**src/rtl/core/c3f_pkg.sv**
```systemverilog
// shared constants, types and register codes for the 3x3 convolution filter
package c3f_pkg;

    localparam int MAX_WIDTH_DEF  = 1024;
    localparam int KERNEL_SIZE    = 3;
    localparam int KERNEL_TAPS    = KERNEL_SIZE * KERNEL_SIZE;
    localparam int COEF_FRAC_BITS = 8;
    localparam int COEF_W         = 16;
    localparam int PIX_W          = 8;
    localparam int ROW_W          = 16;
    localparam int COL_OUT_W      = 10;
    localparam int CFG_W          = 48;
    localparam int CFG_IDX_W      = 3;
    localparam int CFG_WIDTH_W    = 11;
    localparam int MIN_DIM        = 3;
    localparam int WIDTH_RST      = 1024;
    localparam int PROD_W         = COEF_W + PIX_W + 1;
    localparam int RSUM_W         = PROD_W + 2;
    localparam int SUM_W          = RSUM_W + 2;

    localparam logic [PIX_W-1:0] PIX_MAX        = 8'd255;
    localparam logic [ROW_W-1:0] HEIGHT_RST     = 16'd768;
    localparam logic [CFG_W-1:0] KERNEL_TOP_RST = 48'h0000_0000_0000;
    localparam logic [CFG_W-1:0] KERNEL_MID_RST = 48'h0000_0100_0000;
    localparam logic [CFG_W-1:0] KERNEL_BOT_RST = 48'h0000_0000_0000;

    typedef enum logic [CFG_IDX_W-1:0] {
        CFG_WIDTH  = 3'd0,
        CFG_HEIGHT = 3'd1,
        CFG_K_TOP  = 3'd2,
        CFG_K_MID  = 3'd3,
        CFG_K_BOT  = 3'd4
    } t_cfg_idx;

    typedef struct packed {
        logic [PIX_W-1:0] pixel;
        logic             frame_start;
    } t_in_item;

    typedef struct packed {
        logic [PIX_W-1:0]     filtered_pixel;
        logic [ROW_W-1:0]     pixel_row;
        logic [COL_OUT_W-1:0] pixel_col;
        logic                 last_of_frame;
    } t_out_item;

    typedef struct packed {
        logic [ROW_W-1:0]     row;
        logic [COL_OUT_W-1:0] col;
        logic                 last;
    } t_meta;

    typedef logic [KERNEL_TAPS-1:0][PIX_W-1:0] t_window;
    typedef logic [KERNEL_SIZE-1:0][CFG_W-1:0] t_kernel;

endpackage

```
**src/rtl/core/c3f_mac.sv**
```systemverilog
// multiply, row sums, total with floor and clamp, output register
module c3f_mac import c3f_pkg::*; (
    input  logic      i_clk,
    input  logic      i_rst_n,
    input  logic      i_win_valid,
    output logic      o_win_ready,
    input  t_window   i_win,
    input  t_meta     i_meta,
    input  t_kernel   i_kernel,
    output logic      o_out_valid,
    input  logic      i_out_ready,
    output t_out_item o_out_data
);

    logic                     r_v3;
    logic signed [PROD_W-1:0] r_prod [KERNEL_TAPS];
    t_meta                    r_meta3;

    logic                     r_v4;
    logic signed [RSUM_W-1:0] r_rsum [KERNEL_SIZE];
    t_meta                    r_meta4;

    logic                     r_out_v;
    t_out_item                r_out;

    logic                     out_free;
    logic                     s4_free;
    logic                     s3_free;
    logic signed [PROD_W-1:0] n_prod [KERNEL_TAPS];
    logic signed [RSUM_W-1:0] n_rsum [KERNEL_SIZE];
    logic signed [SUM_W-1:0]  total;
    logic [SUM_W-2:0]         shifted;
    logic [PIX_W-1:0]         n_pix;

    assign out_free    = !r_out_v || i_out_ready;
    assign s4_free     = !r_v4 || out_free;
    assign s3_free     = !r_v3 || s4_free;
    assign o_win_ready = s3_free;

    always_comb begin
        for (int i = 0; i < KERNEL_SIZE; i++) begin
            for (int j = 0; j < KERNEL_SIZE; j++) begin
                n_prod[i*KERNEL_SIZE + j] =
                    $signed(i_kernel[i][COEF_W*j +: COEF_W]) *
                    $signed({1'b0, i_win[i*KERNEL_SIZE + j]});
            end
        end
    end

    always_comb begin
        for (int i = 0; i < KERNEL_SIZE; i++) begin
            n_rsum[i] = RSUM_W'(r_prod[i*KERNEL_SIZE + 0])
                      + RSUM_W'(r_prod[i*KERNEL_SIZE + 1])
                      + RSUM_W'(r_prod[i*KERNEL_SIZE + 2]);
        end
    end

    // negative sums give zero, positive ones floor then saturate
    always_comb begin
        total   = SUM_W'(r_rsum[0]) + SUM_W'(r_rsum[1]) + SUM_W'(r_rsum[2]);
        shifted = total[SUM_W-2:0] >> COEF_FRAC_BITS;
        if (total[SUM_W-1]) begin
            n_pix = '0;
        end else if (shifted > (SUM_W-1)'(PIX_MAX)) begin
            n_pix = PIX_MAX;
        end else begin
            n_pix = shifted[PIX_W-1:0];
        end
    end

    always_ff @(posedge i_clk) begin
        if (!i_rst_n) begin
            r_v3    <= 1'b0;
            r_v4    <= 1'b0;
            r_out_v <= 1'b0;
        end else begin
            if (s3_free) begin
                r_v3 <= i_win_valid;
            end
            if (s4_free) begin
                r_v4 <= r_v3;
            end
            if (out_free) begin
                r_out_v <= r_v4;
            end
        end
    end

    always_ff @(posedge i_clk) begin
        if (s3_free) begin
            r_prod  <= n_prod;
            r_meta3 <= i_meta;
        end
        if (s4_free) begin
            r_rsum  <= n_rsum;
            r_meta4 <= r_meta3;
        end
        if (out_free && r_v4) begin
            r_out <= '{filtered_pixel: n_pix,
                       pixel_row:      r_meta4.row,
                       pixel_col:      r_meta4.col,
                       last_of_frame:  r_meta4.last};
        end
    end

    assign o_out_valid = r_out_v;
    assign o_out_data  = r_out;

endmodule

```
**config.mk**
```make
export PLATFORM = sky130hd
export DESIGN_NAME = c3f_mac
export DESIGN_NICKNAME = d
export VERILOG_FILES = /design/src/rtl/core/c3f_pkg.sv /design/src/rtl/core/c3f_mac.sv
export SDC_FILE = /design/constraint.sdc
export NUM_CORES = 2
export LEC_CHECK = 0
export BUFFER_PORTS_ARGS = -buffer_cell sky130_fd_sc_hd__buf_2
export CELL_PAD_IN_SITES_DETAIL_PLACEMENT = 0
export CELL_PAD_IN_SITES_GLOBAL_PLACEMENT = 2
export CORE_UTILIZATION = 30
export CTS_BUF_LIST = sky130_fd_sc_hd__clkbuf_8
export CTS_CLUSTER_DIAMETER = 50
export DETAILED_ROUTE_END_ITERATION = 16
export GPL_ROUTABILITY_DRIVEN = 0
export PLACE_DENSITY_LB_ADDON = 0.15
export SLEW_MARGIN = 30
export SYNTH_ARGS = -nofsm -noshare
export SYNTH_HDL_FRONTEND = slang
export SYNTH_SLANG_ARGS = --single-unit
```
**constraint.sdc**
```tcl
create_clock -name i_clk -period 13.04 [get_ports i_clk]
set_input_delay 2.608 -clock i_clk [delete_from_list [all_inputs] [get_ports i_clk]]
set_output_delay 2.608 -clock i_clk [all_outputs]
set_load 0.03 [all_outputs]
```
# Word level (Yosys, flattened, before mapping)
# Cells that the tools add are included.
[totals]
regBits = 398
output_inout_bits = 37
wordCells = 51
[op_classes]
add_sub_neg = 8
mul = 9
magnitude_cmp = 1
mux = 1
n_reduce_logical = 7
[ops]
columns = ["cell", "count"]
rows = [
  ["$mul A16 B9 Y25", 9],
  ["$add A26 B25 Y27", 3],
  ["$add A25 B25 Y26", 3],
  ["$add A28 B27 Y29", 1],
  ["$add A27 B27 Y28", 1],
  ["$gt A20 B8 Y1 const B", 1],
  ["$mux W8", 1],
  ["$logic_not A1 Y1", 3],
  ["$logic_or A1 B1 Y1", 3],
  ["$logic_and A1 B1 Y1", 1],
]

# Depth between registers and ports, before layout
[logic_depth]
depth_word = 4
depth_mapped = 21
depth_no_buf = 20

# Worst setup path before layout
# No wires, ideal clock.
[synth_timing]
path_type = "input -> register"
start = "input port i_out_ready"
end = "register r_meta3[0] in the netlist's numbering, enable pin"
arrival_time_ns = 8.653
required_time_ns = 10.387
slack_ns = 1.734
cell_stages = 2
n_path_buf = 0
cell_sequence = "nor2b_1 -> nand3_1"
[synth_between]
elab_chain_len = 3
[synth_rtl]
columns = ["item", "line", "source"]
rows = [
  ["start, declared", "c3f_mac.sv:11", "input logic i_out_ready,"],
  ["$logic_or A1 B1 Y1", "c3f_mac.sv:35", "assign out_free = !r_out_v || i_out_ready;"],
  ["$logic_or A1 B1 Y1", "c3f_mac.sv:36", "assign s4_free = !r_v4 || out_free;"],
  ["$logic_or A1 B1 Y1", "c3f_mac.sv:37", "assign s3_free = !r_v3 || s4_free;"],
  ["net o_win_ready", "c3f_mac.sv:6", "output logic o_win_ready,"],
  ["end signal, assigned", "c3f_mac.sv:92", "r_meta3 <= i_meta;"],
  ["end, declared", "c3f_mac.sv:17", "t_meta r_meta3;"],
]
# The timed path passes the listed nets, and every way through them passes these cells.
# A chain may end at the register's enable or synchronous reset.

==> results.toml <==
[pwr]
powerDensity_nw_per_um2 = 277
ir_drop_uv = 195
finalPower_mw = 18.3
p_leak_nw = 32.7

[floorplan]
rows = 163
core_area_um2 = 198000
die-area_um2 = 202000
die_w_um = 449
die_y_um = 449
start_util_pct = 30.3
io_pins = 284

[clocking]
ctsResizeCount = 0
numCtsBuffers = 83
cts.path.max_buffers = 3
postCtsHoldBufs = 0
root_buffer = "clkbuf_8"
clock_sinks = 398
post-cts-setup-buffer-count = 0
cts_tree = "done"
htreeDepth = 3
clk_latency_ns = 0.76
clkTransAtPathRegs_ns = 0.06

[sta]
max_slew.worst_pin.slew_ns = 0.929
setup-violations-final = 0
rsz0062_at_grt = "false"
setup_ws_ns = 5.87
fmax_ghz = 0.140
holdWs_ns = 0.393
timing.final.crit_period_ns = 7.17
skew_ns = 0.0328
fin_crit_sh_pct = 54.9
relSlewSlack_pct = 38.0
final_max_slew_viol_count = 0
finalSetupTns_ns = 0
report.final.hold_viol_count = 0

[synthesis]
synth.avg_cell_area_um2 = 9.81
synth-seq-cells = 398
synthArstFlopShare_pct = 0
ys_warn_count = 0
synthesis.area_um2 = 60000
synthCells = 6118
synth-edff-count = 395
syn-num-nets = 7939
yosysSeqAreaShare_pct = 19.9
ys.flop_type = "edfxtp_1"
ys_types = 77

[placement]
placedCellCount = 8963
pre_cts_slack_ns = 5.16
place_area_um2 = 64500
dp_hpwl_mm = 128
port_buffers = 283

[layout]
nNetsFinal = 8229
drive_above_1_share_pct = 6.79
syn2layout_area_growth_pct = 10.4
final_area_um2 = 66200
fin_util_pct = 33.4
layoutNonFillerInstCount = 9124

[drt]
drt_iter0_markers = 1491
vias = 40700
drt.antenna.violating_nets = 0
vias_per_cell = 4.46
drc = 0
wl_per_cell_um = 16.9
routed_wl_mm = 154
dr.pass1.iters = 5

[worst_setup_path]
arrival_ns = 7.64
cp_max_fo = 16
critPathCaptureType = "flip-flop"
crit_required_ns = 13.52
critPathKind = "primary input to flip-flop"
start_kind = "primary input"

[global_routing]
grt_overflow = 0
grt_usage_pct = 15.7
antenna_found_initial = 22
grt_pass1_vias = 44500
grt_pass1_wl_mm = 250
grt_max_degree = 81

[worst_hold_path]
hp-class = "flip-flop to flip-flop"

[run]
maxCapViolCount = 0

[outcome]
status = "complete, no violations"
[where the power goes]
part	switching [mW]	internal, mW	total, mW
clock network	0.651	0.751	1.40
registers	0.422	2.71	3.13
logic	8.04	5.75	13.8
total	9.11	9.21	18.3
[routing by layer]
metal  vias to the layer above  wire [µm]  track usage (%)
met5                         -          0                0
met4                         0       2440             3.25
met3                       140       3980             1.46
met2                       515      76000             27.2
met1                     20600      71300             21.2
li1                      19500          -                -
[critical path, stage by stage]
cell	delay [ns]
buf_2	0.30
nand2_1	0.13
fa_1	0.55
inv_1	0.06
fa_1	0.51
inv_1	0.06
fa_1	0.48
fa_1	0.50
inv_1	0.04
ha_1	0.31
o21a_1	0.19
o31a_1	0.13
a2111oi_0	0.60
o2111ai_1	0.31
a31oi_1	0.27
a21oi_1	0.14
a21o_1	0.20
a21oi_1	0.17
xnor2_1	0.08
[synthesized netlist by cell type, types with 5 or more instances]
| cell | number | share of area (%) |
|---|---|---|
| a2111oi_0 | 5 | 0.073 |
| o21a_1 | 44 | 0.55 |
| nor4_1 | 8 | 0.083 |
| a21o_1 | 50 | 0.63 |
| nor2_1 | 164 | 1.0 |
| ha_1 | 552 | 12 |
| o21ai_0 | 95 | 0.79 |
| nor2b_1 | 45 | 0.47 |
| a211o_1 | 7 | 0.10 |
| and2_1 | 614 | 6.4 |
| o21bai_1 | 24 | 0.30 |
| fa_1 | 1022 | 34 |
| a31oi_1 | 25 | 0.26 |
| o31ai_1 | 11 | 0.14 |
| nand2b_1 | 37 | 0.39 |
| and3_1 | 22 | 0.23 |
| nand2_1 | 634 | 4.0 |
| a211oi_1 | 21 | 0.26 |
| a21oi_1 | 177 | 1.5 |
| o211ai_1 | 12 | 0.15 |
| clkbuf_1 | 81 | 0.51 |
| xnor2_1 | 213 | 3.1 |
| nand4_1 | 14 | 0.15 |
| a41oi_1 | 6 | 0.088 |
| edfxtp_1 | 395 | 20 |
| xor2_1 | 51 | 0.74 |
| o41ai_1 | 6 | 0.088 |
| o2111ai_1 | 9 | 0.13 |
| o21ai_1 | 8 | 0.067 |
| nor3_1 | 65 | 0.54 |
| o31a_1 | 8 | 0.12 |
| inv_1 | 1516 | 9.5 |
| a21boi_0 | 10 | 0.13 |
| or3_1 | 17 | 0.18 |
| o221ai_1 | 8 | 0.12 |
| or2_2 | 12 | 0.13 |
| nand3_1 | 54 | 0.45 |
[cell families (layout without fill, tap and decap cells)]
group	after synthesis	count (layout)	synth area share [%]
simple gates	1706	1706	14.3
other cells	0	6	0
xor+xnor	264	264	3.85
compound gates	572	572	6.29
mux	4	4	0.0688
fa+ha+maj	1574	1574	45.6
buf+inv	1600	1960	10.0
flops	398	398	19.9
[placed cells by master, fill, tap and decap left out, types with 9 or more instances in the layout]
cell type / count
buf_2: 283
fa_1: 1022
edfxtp_1: 395
nand2_1: 633
o21bai_1: 24
a211oi_1: 21
nor2b_1: 44
clkbuf_8: 83
o21ai_0: 95
nand3_1: 53
ha_1: 552
a21boi_0: 10
clkinv_1: 20
or3_1: 17
and2_1: 614
nand2b_1: 37
o31ai_1: 11
and3_1: 22
o211ai_1: 12
inv_1: 1534
a21oi_1: 177
xor2_1: 51
o2111ai_1: 9
nand4_1: 14
nor2_1: 164
or2_2: 12
a21o_1: 50
nor3_1: 65
xnor2_1: 213
o21a_1: 44
a31oi_1: 25
[final cells by class]
class                      instances  area [µm²]
sequential                       398       11900
antenna                            6        15.0
clock inverter                    72         574
fill                           20700      132000
timing repair buffer             289        1470
clock buffer                      83        1140
tap                             2640        3300
inverter                        1516        5690
multi-input combinational       4120       42100
[sequential cells by signal, indices dropped and copies added, names as in the netlist]
signal,flops
r_meta3,27
r_rsum,81
r_meta4,27
o_out_valid,1
r_prod,225
r_v3,1
o_out_data,35
r_v4,1
[worst paths after layout]
path              cells past startpoint   startpoint              to  slack, ns
hold / removal                        0  r_meta3[13]     r_meta4[13]       0.39
setup / recovery                     19     i_win[0]     r_prod[224]       5.87
hold reg to reg                       0  r_meta3[13]     r_meta4[13]       0.39
setup reg to reg                     13    r_rsum[5]  o_out_data[30]       8.80
Note: power is estimated with default switching activity, not from simulation.
